[src/bsoc_pkg.sv]
// Shared constants, types and curve tables for the battery state-of-charge block.
// Depends on nothing; every other file of the block imports it.
package bsoc_pkg;

  localparam int ADC_W     = 12;
  localparam int GAIN_W    = 14;
  localparam int OFFS_W    = 12;
  localparam int MV_W      = 15;
  localparam int PCT_W     = 7;
  localparam int CFG_W     = 14;
  localparam int CFG_IDX_W = 1;
  localparam int PROD_W    = ADC_W + GAIN_W;
  localparam int SUM_W     = MV_W + 2;
  localparam int SEG_W     = 5;
  localparam int DIFF_W    = 7;
  localparam int TENX_W    = 10;
  localparam int NUM_SEGS  = 20;
  localparam int PCT_STEP_SLOTS = 5;

  localparam logic [GAIN_W-1:0] GAIN_RESET = 14'd4096;
  localparam logic [OFFS_W-1:0] OFFS_RESET = 12'd0;
  localparam logic [MV_W-1:0]   MV_MAX     = 15'h7fff;
  localparam logic [MV_W-1:0]   MV_TOP     = 15'd4200;
  localparam logic [MV_W-1:0]   MV_BOTTOM  = 15'd3500;
  localparam logic [PCT_W-1:0]  PCT_FULL   = 7'd100;
  localparam logic [PCT_W-1:0]  PCT_EMPTY  = 7'd0;

  typedef enum logic [CFG_IDX_W-1:0] {
    CFG_GAIN   = 1'b0,
    CFG_OFFSET = 1'b1
  } cfg_reg_t;

  typedef logic [MV_W-1:0] mv_t;

  // Voltage of curve point p, from 4200 mV at point 0 down to 3500 mV at point 20.
  function automatic mv_t curve_mv(input logic [SEG_W-1:0] p);
    mv_t r;
    case (p)
      5'd0:    r = 15'd4200;
      5'd1:    r = 15'd4150;
      5'd2:    r = 15'd4110;
      5'd3:    r = 15'd4080;
      5'd4:    r = 15'd4020;
      5'd5:    r = 15'd3980;
      5'd6:    r = 15'd3950;
      5'd7:    r = 15'd3910;
      5'd8:    r = 15'd3870;
      5'd9:    r = 15'd3850;
      5'd10:   r = 15'd3820;
      5'd11:   r = 15'd3790;
      5'd12:   r = 15'd3770;
      5'd13:   r = 15'd3740;
      5'd14:   r = 15'd3720;
      5'd15:   r = 15'd3700;
      5'd16:   r = 15'd3680;
      5'd17:   r = 15'd3650;
      5'd18:   r = 15'd3620;
      5'd19:   r = 15'd3580;
      default: r = 15'd3500;
    endcase
    return r;
  endfunction

  // Width in millivolts of segment s, which spans points s and s+1.
  function automatic logic [DIFF_W-1:0] seg_delta(input logic [SEG_W-1:0] s);
    mv_t d;
    d = curve_mv(s) - curve_mv(SEG_W'(s + 5'd1));
    return d[DIFF_W-1:0];
  endfunction

  // Percent at the lower end of segment s.
  function automatic logic [PCT_W-1:0] seg_pct_low(input logic [SEG_W-1:0] s);
    logic [PCT_W-1:0] r;
    r = 7'd95 - (PCT_W'(s) * 7'd5);
    return r;
  endfunction

endpackage

[src/bsoc_if.sv]
// Valid/ready channel interfaces for the ADC input and the result output.
// Depends on bsoc_pkg for the field widths.
interface bsoc_in_if;
  import bsoc_pkg::*;
  logic             valid;
  logic             ready;
  logic [ADC_W-1:0] adc_mv;

  modport source (output valid, output adc_mv, input ready);
  modport sink (input valid, input adc_mv, output ready);
endinterface

interface bsoc_out_if;
  import bsoc_pkg::*;
  logic             valid;
  logic             ready;
  logic [MV_W-1:0]  battery_mv;
  logic [PCT_W-1:0] charge_percent;

  modport source (output valid, output battery_mv, output charge_percent, input ready);
  modport sink (input valid, input battery_mv, input charge_percent, output ready);
endinterface

[src/bsoc_calib.sv]
// Calibration pipeline: gain multiply, then rounding, offset and saturation.
// Depends on bsoc_pkg.
module bsoc_calib (
  input  logic                         clk,
  input  logic                         rst,
  input  logic [bsoc_pkg::GAIN_W-1:0]  gain,
  input  logic [bsoc_pkg::OFFS_W-1:0]  offset,
  input  logic                         in_valid,
  output logic                         in_ready,
  input  logic [bsoc_pkg::ADC_W-1:0]   adc,
  output logic                         out_valid,
  input  logic                         out_ready,
  output logic [bsoc_pkg::MV_W-1:0]    mv
);
  import bsoc_pkg::*;

  logic              s1_valid;
  logic [PROD_W-1:0] s1_prod;
  logic              s2_valid;
  logic [MV_W-1:0]   s2_mv;
  logic              en1;
  logic              en2;
  logic [PROD_W:0]   rsum;
  logic [MV_W:0]     gained;
  logic [SUM_W-1:0]  sum;
  logic [MV_W-1:0]   sat;

  assign en2      = !s2_valid || out_ready;
  assign en1      = !s1_valid || en2;
  assign in_ready = en1;

  // Battery mV = (2 * adc * gain + 2048) >> 12 = (adc * gain + 1024) >> 11.
  always_comb begin
    rsum   = {1'b0, s1_prod} + (PROD_W+1)'(1024);
    gained = rsum[PROD_W:11];
    sum    = {1'b0, gained} + {{(SUM_W-OFFS_W){offset[OFFS_W-1]}}, offset};
    if (sum[SUM_W-1]) begin
      sat = '0;
    end else if (sum[SUM_W-2]) begin
      sat = MV_MAX;
    end else begin
      sat = sum[MV_W-1:0];
    end
  end

  always_ff @(posedge clk) begin
    if (rst) begin
      s1_valid <= 1'b0;
      s2_valid <= 1'b0;
    end else begin
      if (en1) s1_valid <= in_valid;
      if (en2) s2_valid <= s1_valid;
    end
  end

  always_ff @(posedge clk) begin
    if (en1 && in_valid) s1_prod <= PROD_W'(adc) * PROD_W'(gain);
    if (en2 && s1_valid) s2_mv <= sat;
  end

  assign out_valid = s2_valid;
  assign mv        = s2_mv;

endmodule

[src/bsoc_curve.sv]
// Curve pipeline: segment compares, segment select, interpolation and rounding.
// Depends on bsoc_pkg for the curve tables.
module bsoc_curve (
  input  logic                         clk,
  input  logic                         rst,
  input  logic                         in_valid,
  output logic                         in_ready,
  input  logic [bsoc_pkg::MV_W-1:0]    mv,
  output logic                         out_valid,
  input  logic                         out_ready,
  output logic [bsoc_pkg::MV_W-1:0]    battery_mv,
  output logic [bsoc_pkg::PCT_W-1:0]   charge_percent
);
  import bsoc_pkg::*;

  logic                  s3_valid;
  logic [MV_W-1:0]       s3_mv;
  logic [NUM_SEGS-2:0]   s3_therm;
  logic                  s3_top;
  logic                  s3_bot;
  logic                  s4_valid;
  logic [MV_W-1:0]       s4_mv;
  logic                  s4_top;
  logic                  s4_bot;
  logic [SEG_W-1:0]      s4_idx;
  logic [DIFF_W-1:0]     s4_diff;
  logic [DIFF_W-1:0]     s4_delta;
  logic                  s5_valid;
  logic [MV_W-1:0]       s5_mv;
  logic [PCT_W-1:0]      s5_pct;
  logic                  en3;
  logic                  en4;
  logic                  en5;
  logic [NUM_SEGS-2:0]   therm;
  logic [SEG_W-1:0]      idx;
  logic [MV_W-1:0]       lo_diff;
  logic [TENX_W-1:0]     tenx;
  logic [2:0]            q;
  logic [PCT_W-1:0]      pct;

  assign en5      = !s5_valid || out_ready;
  assign en4      = !s4_valid || en5;
  assign en3      = !s3_valid || en4;
  assign in_ready = en3;

  // Bit j-1 is set when the voltage lies below interior point j; the number of
  // set bits is the index of the segment that holds the voltage.
  always_comb begin
    for (int j = 1; j < NUM_SEGS; j++) begin
      therm[j-1] = mv < curve_mv(SEG_W'(j));
    end
  end

  always_comb begin
    idx     = SEG_W'($countones(s3_therm));
    lo_diff = s3_mv - curve_mv(SEG_W'(idx + 5'd1));
  end

  // Rounded quotient (10*diff + d) / (2*d) lies in 0..5; each step k is taken
  // when 10*diff reaches d*(2k-1).
  always_comb begin
    tenx = TENX_W'(s4_diff) * TENX_W'(10);
    q    = 3'd0;
    for (int k = 1; k <= PCT_STEP_SLOTS; k++) begin
      if (tenx >= TENX_W'(s4_delta) * TENX_W'(2 * k - 1)) q = q + 3'd1;
    end
    if (s4_top) begin
      pct = PCT_FULL;
    end else if (s4_bot) begin
      pct = PCT_EMPTY;
    end else begin
      pct = seg_pct_low(s4_idx) + PCT_W'(q);
    end
  end

  always_ff @(posedge clk) begin
    if (rst) begin
      s3_valid <= 1'b0;
      s4_valid <= 1'b0;
      s5_valid <= 1'b0;
    end else begin
      if (en3) s3_valid <= in_valid;
      if (en4) s4_valid <= s3_valid;
      if (en5) s5_valid <= s4_valid;
    end
  end

  always_ff @(posedge clk) begin
    if (en3 && in_valid) begin
      s3_mv    <= mv;
      s3_therm <= therm;
      s3_top   <= mv >= MV_TOP;
      s3_bot   <= mv <= MV_BOTTOM;
    end
    if (en4 && s3_valid) begin
      s4_mv    <= s3_mv;
      s4_top   <= s3_top;
      s4_bot   <= s3_bot;
      s4_idx   <= idx;
      s4_diff  <= lo_diff[DIFF_W-1:0];
      s4_delta <= seg_delta(idx);
    end
    if (en5 && s4_valid) begin
      s5_mv  <= s4_mv;
      s5_pct <= pct;
    end
  end

  assign out_valid      = s5_valid;
  assign battery_mv     = s5_mv;
  assign charge_percent = s5_pct;

endmodule

[src/battery_soc_interpolator_core.sv]
// Top level of the battery state-of-charge block: configuration registers and
// the calibration and curve pipelines. Depends on bsoc_pkg, bsoc_if,
// bsoc_calib and bsoc_curve.
//
// Each ADC transfer on in_ch yields exactly one result transfer on out_ch, in
// order. The block is a five-stage pipeline (gain multiply; rounding, offset
// and saturation; segment compares; segment select and offset into the
// segment; interpolation) and takes one reading every clock cycle while
// out_ch is not stalled. Every stage holds a valid bit and moves forward
// when the stage after it is empty or moving, so a stall on out_ch fills any
// bubbles first and then holds in_ch.ready low without losing or repeating a
// transfer. The result register at the end of the curve pipeline is the
// output register of out_ch. Configuration writes take effect on the next
// cycle and are meant to be made while no reading is in flight: gain_q12
// (index 0) is a Q2.12 gain, unity at 4096, and offset_mv (index 1) is a
// signed millivolt offset. The percent is interpolated on a fixed 21-point
// Li-ion curve, 100 at 4200 mV and above, 0 at 3500 mV and below, rounded
// half up.
module battery_soc_interpolator_core (
  input  logic                            clk,
  input  logic                            rst,
  input  logic                            cfg_wr_en,
  input  logic [bsoc_pkg::CFG_IDX_W-1:0]  cfg_index,
  input  logic [bsoc_pkg::CFG_W-1:0]      cfg_wdata,
  bsoc_in_if.sink                         in_ch,
  bsoc_out_if.source                      out_ch
);
  import bsoc_pkg::*;

  logic [GAIN_W-1:0] gain;
  logic [OFFS_W-1:0] offset;
  logic              mid_valid;
  logic              mid_ready;
  logic [MV_W-1:0]   mid_mv;

  // Configuration registers. An index that names no register is ignored.
  always_ff @(posedge clk) begin
    if (rst) begin
      gain   <= GAIN_RESET;
      offset <= OFFS_RESET;
    end else if (cfg_wr_en) begin
      case (cfg_reg_t'(cfg_index))
        CFG_GAIN:   gain   <= cfg_wdata[GAIN_W-1:0];
        CFG_OFFSET: offset <= cfg_wdata[OFFS_W-1:0];
        default: ;
      endcase
    end
  end

  // Stages one and two produce the calibrated, saturated battery voltage.
  bsoc_calib u_calib (
    .clk       (clk),
    .rst       (rst),
    .gain      (gain),
    .offset    (offset),
    .in_valid  (in_ch.valid),
    .in_ready  (in_ch.ready),
    .adc       (in_ch.adc_mv),
    .out_valid (mid_valid),
    .out_ready (mid_ready),
    .mv        (mid_mv)
  );

  // Stages three to five map the voltage onto the charge curve.
  bsoc_curve u_curve (
    .clk            (clk),
    .rst            (rst),
    .in_valid       (mid_valid),
    .in_ready       (mid_ready),
    .mv             (mid_mv),
    .out_valid      (out_ch.valid),
    .out_ready      (out_ch.ready),
    .battery_mv     (out_ch.battery_mv),
    .charge_percent (out_ch.charge_percent)
  );

endmodule
[src/flat_wrapper.sv]
// flat-port wrapper written by rule: the top's interface ports become plain ports
module battery_soc_interpolator_core_flat import bsoc_pkg::*;
  (clk, rst, cfg_wr_en, cfg_index, cfg_wdata, in_ch_valid, in_ch_adc_mv, in_ch_ready, out_ch_valid, out_ch_battery_mv, out_ch_charge_percent, out_ch_ready);
  bsoc_in_if in_ch_i ();
  bsoc_out_if out_ch_i ();
  input  logic clk;
  input  logic rst;
  input  logic cfg_wr_en;
  input  logic [bsoc_pkg::CFG_IDX_W-1:0] cfg_index;
  input  logic [bsoc_pkg::CFG_W-1:0] cfg_wdata;
  input wire logic [$bits(in_ch_i.valid)-1:0] in_ch_valid;
  input wire logic [$bits(in_ch_i.adc_mv)-1:0] in_ch_adc_mv;
  output wire logic [$bits(in_ch_i.ready)-1:0] in_ch_ready;
  output wire logic [$bits(out_ch_i.valid)-1:0] out_ch_valid;
  output wire logic [$bits(out_ch_i.battery_mv)-1:0] out_ch_battery_mv;
  output wire logic [$bits(out_ch_i.charge_percent)-1:0] out_ch_charge_percent;
  input wire logic [$bits(out_ch_i.ready)-1:0] out_ch_ready;
  assign in_ch_i.valid = in_ch_valid;
  assign in_ch_i.adc_mv = in_ch_adc_mv;
  assign in_ch_ready = in_ch_i.ready;
  assign out_ch_valid = out_ch_i.valid;
  assign out_ch_battery_mv = out_ch_i.battery_mv;
  assign out_ch_charge_percent = out_ch_i.charge_percent;
  assign out_ch_i.ready = out_ch_ready;
  battery_soc_interpolator_core u_core (.clk(clk), .rst(rst), .cfg_wr_en(cfg_wr_en), .cfg_index(cfg_index), .cfg_wdata(cfg_wdata), .in_ch(in_ch_i), .out_ch(out_ch_i));
endmodule
[config.mk]
export PLATFORM = sky130hd
export DESIGN_NAME = battery_soc_interpolator_core_flat
export DESIGN_NICKNAME = d
export VERILOG_FILES = /design/src/bsoc_pkg.sv /design/src/bsoc_if.sv /design/src/bsoc_calib.sv /design/src/bsoc_curve.sv /design/src/battery_soc_interpolator_core.sv /design/src/flat_wrapper.sv
export SDC_FILE = /design/constraint.sdc
export NUM_CORES = 1
export LEC_CHECK = 0
export ABC_CLOCK_PERIOD_IN_PS = 7400
export BUFFER_PORTS_ARGS = -buffer_cell sky130_fd_sc_hd__buf_4
export CORE_ASPECT_RATIO = 1.1
export CORE_MARGIN = 2
export CORE_UTILIZATION = 49
export DETAILED_ROUTE_END_ITERATION = 8
export MAX_ROUTING_LAYER = met4
export PLACE_DENSITY = 0.73
export SETUP_SLACK_MARGIN = 0.3
export SLEW_MARGIN = 5
export SYNTH_ARGS = -nofsm -noshare
export SYNTH_HDL_FRONTEND = slang
export SYNTH_SLANG_ARGS = --single-unit
[constraint.sdc]
create_clock -name clk -period 7.4 [get_ports clk]
set_clock_uncertainty 0.1 [all_clocks]
set_input_delay 1.85 -clock clk [delete_from_list [all_inputs] [get_ports clk]]
set_output_delay 1.85 -clock clk [all_outputs]
set_load 0.02 [all_outputs]
Word level (Yosys, flattened, before mapping)
Memories as Yosys holds them, arrays and structs flattened.
Index checks and enable logic that the tools add are counted.
{ "word_totals": {"ff_bits": 166, "romBits": 1152, "memories": 3} }
{ "mem_list": {"columns": ["memory", "depth", "width", "read_ports", "rd_clocked_by_memory_dff", "write_ports", "line", "text"], "rows": [
  ["(name not given)", 32, 12, 1, 0, 0, "bsoc_pkg.sv:38", "case (p)"],
  ["(name not given)", 32, 12, 1, 0, 0, "bsoc_pkg.sv:38", null],
  ["(name not given)", 32, 12, 1, 0, 0, "bsoc_pkg.sv:38", null]
]} }
{ "op_classes": {"addsub": 29, "mul": 7, "order_cmp": 26, "n_mux": 9, "n_bitwise": 1, "reduce_logical": 18} }
{ "ops": {"columns": ["cell", "n"], "rows": [
  ["< comparator 15 x 12 -> 1 bit (second input constant)", 17],
  [">= comparator 10 bit", 3],
  ["< comparator 15 x 13 -> 1 bit (second input constant)", 2],
  ["adder 26 x 11 -> 27 bit (second input constant)", 1],
  ["multiplier 12 x 14 -> 26 bit", 1],
  ["two-way mux 7 bit", 3],
  ["multiplier 7 x 3 -> 10 bit (second input constant)", 2],
  ["adder 1 x 1 -> 2 bit", 9],
  ["adder 16 x 17 -> 17 bit", 1],
  [">= comparator 15 x 13 -> 1 bit (second input constant)", 1],
  ["less-or-equal comparator 15 x 12 -> 1 bit (second input constant)", 1],
  ["two-way mux 15 bit", 1],
  ["subtractor 7 bit", 2],
  ["adder 2 x 2 -> 3 bit", 4],
  ["adder 3 x 1 -> 3 bit (second input constant)", 4],
  ["two-way mux 3 bit", 4],
  [">= comparator 10 x 7 -> 1 bit", 1],
  [">= comparator 10 x 9 -> 1 bit", 1],
  ["multiplier 7 x 4 -> 10 bit (second input constant)", 1],
  ["multiplier 7 x 2 -> 9 bit (second input constant)", 1],
  ["multiplier 7 x 3 -> 9 bit (second input constant)", 1],
  ["adder 3 x 3 -> 4 bit", 2],
  ["adder 7 x 3 -> 7 bit", 1],
  ["multiplier 5 x 3 -> 7 bit (second input constant)", 1],
  ["12 further kinds", 25]
]} }

Longest topological paths before layout
{ "depth": {"depth_word": 13, "depth_mapped": 29, "depth_no_buf": 29} }

Hierarchy
A second synthesis with hierarchy kept.
{ "hier_totals": {"hier_cells": 1598, "hier_area_um2": 15851.5} }
{ "modules_own_cells": {"columns": ["module", "n_inst", "cells_each", "area_each_um2", "seq_area_each_um2"], "rows": [
  ["bsoc_curve", 1, 679, 7408.4, 2822.7],
  ["bsoc_calib", 1, 818, 7358.3, 970.9],
  ["battery_soc_interpolator_core", 1, 101, 1084.8, 520.5]
]} }

Worst setup path before layout
OpenSTA, ideal clock, no wires.
{ "synth_timing": {"path_kind": "register to register", "start": "register u_core.u_curve.s3_therm[0]", "end": "register u_core.u_curve.s4_delta[6] (data pin)", "setup_time_ps": 264, "t_arrival_ps": 6681, "path_slack_ps": 355, "stages_incl_launch_ff": 26, "period_less_slack_ps": 7045, "path_cell_list": "edfxtp_1 fa_1 inv_1 fa_1 fa_1 fa_1 fa_1 fa_1 fa_1 clkbuf_1 inv_1 ha_1 inv_1 nor3_1 xor2_1 buf_2 mux2i_1 o22ai_1 ha_1 nor2b_1 o21a_1 o21ai_0 nand2b_1 a21oi_1 xor2_1 xnor2_1"} }
{ "synth_via": {"elab_chain_cells": 9} }
{ "synth_lines": {"columns": ["element", "line", "text"], "rows": [
  ["from (decl)", "bsoc_curve.sv:18", "logic [NUM_SEGS-2:0] s3_therm;"],
  ["from (signal assigned)", "bsoc_curve.sv:91", "s3_therm <= therm;"],
  ["adder 1 x 1 -> 2 bit (implied by the code) *", "bsoc_curve.sv:55", "idx = SEG_W'($countones(s3_therm));"],
  ["adder 2 x 2 -> 3 bit (implied by the code) *", "bsoc_curve.sv:55", null],
  ["adder 3 x 3 -> 4 bit (implied by the code) *", "bsoc_curve.sv:55", null],
  ["adder 4 x 4 -> 5 bit (implied by the code) *", "bsoc_curve.sv:55", null],
  ["adder 5 x 3 -> 5 bit (implied by the code) *", "bsoc_curve.sv:55", null],
  ["via u_core.u_curve.idx[1]", "bsoc_curve.sv:35", "logic [SEG_W-1:0] idx;"],
  ["adder 5 x 1 -> 5 bit", "bsoc_pkg.sv:67", "d = curve_mv(s) - curve_mv(SEG_W'(s + 5'd1));"],
  ["memory read (32 x 12 bit)", null, null],
  ["two-way mux 7 bit", "bsoc_curve.sv:95", "if (en4 && s3_valid) begin"],
  ["subtractor 7 bit *", "bsoc_pkg.sv:67", null],
  ["to (signal assigned)", "bsoc_curve.sv:101", "s4_delta <= seg_delta(idx);"],
  ["to (decl)", "bsoc_curve.sv:27", "logic [DIFF_W-1:0] s4_delta;"]
]} }
The timed path passes the listed nets; every way through them passes the cells marked *. The select of a mux whose other input is x is not followed.
A chain may end at the register's enable or synchronous reset.

Worst setup path after layout
Same ends and word-level chain as after synthesis.

==> results_dict.tcl <==
set metrics [dict create \
    status "finished clean" \
    worst_pin_slew_ns 1.17 \
    post-synth-top-count-cell "nand2_1" \
    synth_adder_area_share 0.346 \
    drive_gt1_frac 0.0834 \
    synth_top_family_by_area "adder cells" \
    antenna_left 0 \
    slew_viol_final 0 \
    cts_buffers 17 \
    syn_area_um2 15300 \
    synth_largest_area_cell "edfxtp_1" \
    synth_cell_types 75 \
    cts_tree "yes" \
    rr_startpoint "u_core.u_curve.s3_therm[0]" \
    dieArea_um2 32700 \
    setup_viol 0 \
    gr-usage-all-layers 0.208 \
    ys_seq_area_frac 0.281 \
    end_kind "register" \
    drt-wirelength-per-cell_um 15.7 \
    die_h_um 190 \
    grt_pass1_vias 11119 \
    grt_start_max_net_pins 37 \
    synth_ff_type "edfxtp_1" \
    drc 0 \
    grt_setup_unrepaired "false" \
    synth-async-reset-ratio 0 \
    pin_count 56 \
    synthXorXnorAreaFrac 0.0496 \
    synth_mux_area_frac 0.00547 \
    first_iter_violations 588 \
    clkLatencyLatePin_ns 0.42 \
    r2r_end "u_core.u_curve.s4_delta[6]" \
    synth_compound_area_frac 0.116 \
    hold_viol 0 \
    holdPathEnd "u_core.u_curve.battery_mv[13]" \
    critPathKind "reg2reg" \
    io_buffers 55 \
    grt_pass1_wl_um 53600 \
    min-delay-start "u_core.u_curve.s4_mv[13]" \
    via_per_inst 5.45 \
    critPathLaunchType "register" \
    clkTransAtPathRegs_ns 0.07 \
    clockRootBuffer "clkbuf_16" \
    drt_first_pass_iters 5 \
    synth.area.top_cells "edfxtp_1 24%, fa_1 19%, ha_1 15%, nand2_1 5.1%, inv_1 4.9%" \
    fin_setup_tns_ns 0 \
    min-delay-path-class "reg2reg" \
    reg2reg_depth 23 \
    min_path_cells 0 \
    clockBufferDepth 2 \
    coreArea_um2 30700 \
    synthTopCellsByCount "208 x nand2_1, 201 x inv_1, 189 x ha_1, 147 x fa_1, 123 x edfxtp_1" \
    ys_warn_count 0 \
    cts.sinks 154 \
    dp_hpwl_um 25400 \
    syn_to_final_growth_pct 9.95 \
    layout.nets 1962 \
    place.gp.congestion 0.898 \
    synth_nets 1924 \
    synth_seq_cells 154 \
    num_vias 11005 \
    critical_path_arrival_ns 6.83 \
    rrSetupSlack_ns 0.64 \
    h-tree-depth 4 \
    post-route-min-period_ns 6.76 \
    grt_antenna_before_repair 0 \
    gr-total-overflow 0 \
    routed_wl_um 31700 \
    max-cap-violations 0 \
    yosys.area_share.simple 0.138 \
    num_rows 67 \
    die_w_um 173 \
    synth.avg_cell_area_um2 9.85 \
    netlist_instances 1556 \
    start_util 0.500 \
    yosysTopAreaCellShare 0.241 \
    maxSlewHeadroom 0.215 \
    clock.fmax_ghz 0.148 \
    finalCritPeriodShare 0.913 \
    hold_buffers 0 \
    cp.required_ns 7.47 \
    n_antenna_cell 0 \
    cp_max_fo 11 \
    synth_edf_count 123 \
]
[cell type report]
type | instances | area (µm²)
clock buffer | 18 | 429
clock inverter | 14 | 155
fill | 2690 | 13800
inverter | 203 | 764
multi-input combinational | 1146 | 10100
sequential | 154 | 4310
tap | 414 | 518
timing repair buffer | 72 | 541
[per-stage QoR]
stage	std cells	utilization	hold slack [ns]	setup slack [ns]	instance area [µm²]
after detailed placement	1988	0.528	0.305	0.297	16200
after global routing	2021	0.550	0.324	0.285	16900
final	2021	0.550	0.315	0.641	16900
after global placement	1988	0.528	0.302	0.371	16200
after floorplan	1556	-	0.300	0.355	15300
after CTS	2020	0.547	0.316	0.357	16800
[per-layer routing]
metal  GRT usage  share of wire  vias up  routed length [µm]
met5           -              0        -                   0
met4      0.0782          0.037        0                1190
met3      0.0320          0.039       74                1240
met2       0.355           0.50      288               15800
met1       0.250           0.43     5346               13500
li1            -              -     5297                   -
[placed cells by master, fill, tap and decap left out, drive strengths merged, types with 6 or more instances in the layout]
| cell type | synthesis | layout |
|---|---|---|
| a211oi | 9 | 9 |
| nand2 | 208 | 208 |
| o211ai | 6 | 6 |
| a21o | 27 | 27 |
| nor3 | 19 | 19 |
| fa | 147 | 147 |
| nand4 | 9 | 9 |
| a31oi | 13 | 13 |
| xnor2 | 59 | 59 |
| buf | 4 | 72 |
| nand2b | 13 | 13 |
| o21ai | 48 | 48 |
| xor2 | 27 | 27 |
| inv | 202 | 211 |
| o21bai | 10 | 10 |
| nor2 | 59 | 59 |
| a21oi | 94 | 94 |
| o31ai | 8 | 8 |
| o21a | 25 | 25 |
| clkbuf | 49 | 18 |
| and2 | 64 | 64 |
| ha | 189 | 189 |
| nand3b | 7 | 7 |
| and3 | 7 | 7 |
| edfxtp | 123 | 123 |
| nor2b | 15 | 15 |
| nand3 | 21 | 21 |
| dfxtp | 31 | 31 |
[worst max path at each step]
stage                                    start                          to  slack [ns]  depth (start not counted)
CTS                 u_core.u_curve.s3_therm[0]  u_core.u_curve.s4_delta[6]        0.36                         23
global route        u_core.u_curve.s3_therm[0]  u_core.u_curve.s4_delta[6]        0.29                         23
floorplan           u_core.u_curve.s3_therm[0]  u_core.u_curve.s4_delta[6]        0.36                         25
global placement              in_ch_adc_mv[11]  u_core.u_calib.s1_prod[25]        0.37                         17
detailed placement            in_ch_adc_mv[11]  u_core.u_calib.s1_prod[25]        0.30                         17
finish              u_core.u_curve.s3_therm[0]  u_core.u_curve.s4_delta[6]        0.64                         23
[cells by family (layout without fill, tap and decap cells)]
group,after synthesis,count (layout)
flip-flops,154,154
adder cells (fa/ha/maj),336,336
AO/OA/AOI/OAI,271,271
AND/OR/NAND/NOR,445,445
multiplexers,8,8
buffers and inverters,256,307
XOR/XNOR,86,86
[registers in the layout, summed over array words and instances (netlist names)]
name,count
u_core.gain,14
u_core.u_curve.s3_bot,1
u_core.u_curve.s4_diff,6
u_core.u_curve.s3_top,1
u_core.u_curve.s4_top,1
u_core.u_curve.s3_valid,1
u_core.u_curve.s3_therm,19
u_core.u_calib.mv,15
u_core.u_calib.s1_prod,16
u_core.u_curve.s4_valid,1
u_core.u_calib.s1_valid,1
u_core.u_curve.charge_percent,7
u_core.u_curve.s4_idx,5
u_core.u_curve.s3_mv,15
u_core.u_curve.battery_mv,15
u_core.u_curve.out_valid,1
u_core.u_curve.s4_mv,15
u_core.u_curve.s4_bot,1
u_core.u_curve.s4_delta,6
u_core.u_calib.out_valid,1
u_core.offset,12
[critical path: stages, from the launching register on]
cell	delay [ns]
edfxtp_1	0.40
fa_1	0.55
inv_1	0.05
fa_1	0.53
fa_1	0.45
fa_1	0.53
fa_1	0.43
fa_1	0.42
fa_2	0.41
xnor2_4	0.19
inv_4	0.11
nor3_4	0.25
xnor2_2	0.17
mux2_1	0.34
mux2i_1	0.16
o22ai_2	0.15
ha_1	0.31
nor2b_1	0.13
o21a_1	0.17
o21ai_0	0.15
nand2b_1	0.07
a21oi_1	0.18
xor2_1	0.18
xnor2_1	0.07
[what timing repair did]
item,CTS,global route
hold endpoints to repair,0,0
buffers inserted,0,1
endpoints found under the setup margin,0,4
gates resized for setup,0,14
Power is left out: the tool's default activity adds up to more than one toggle a clock period on the data nets, which glitch-free logic cannot reach.
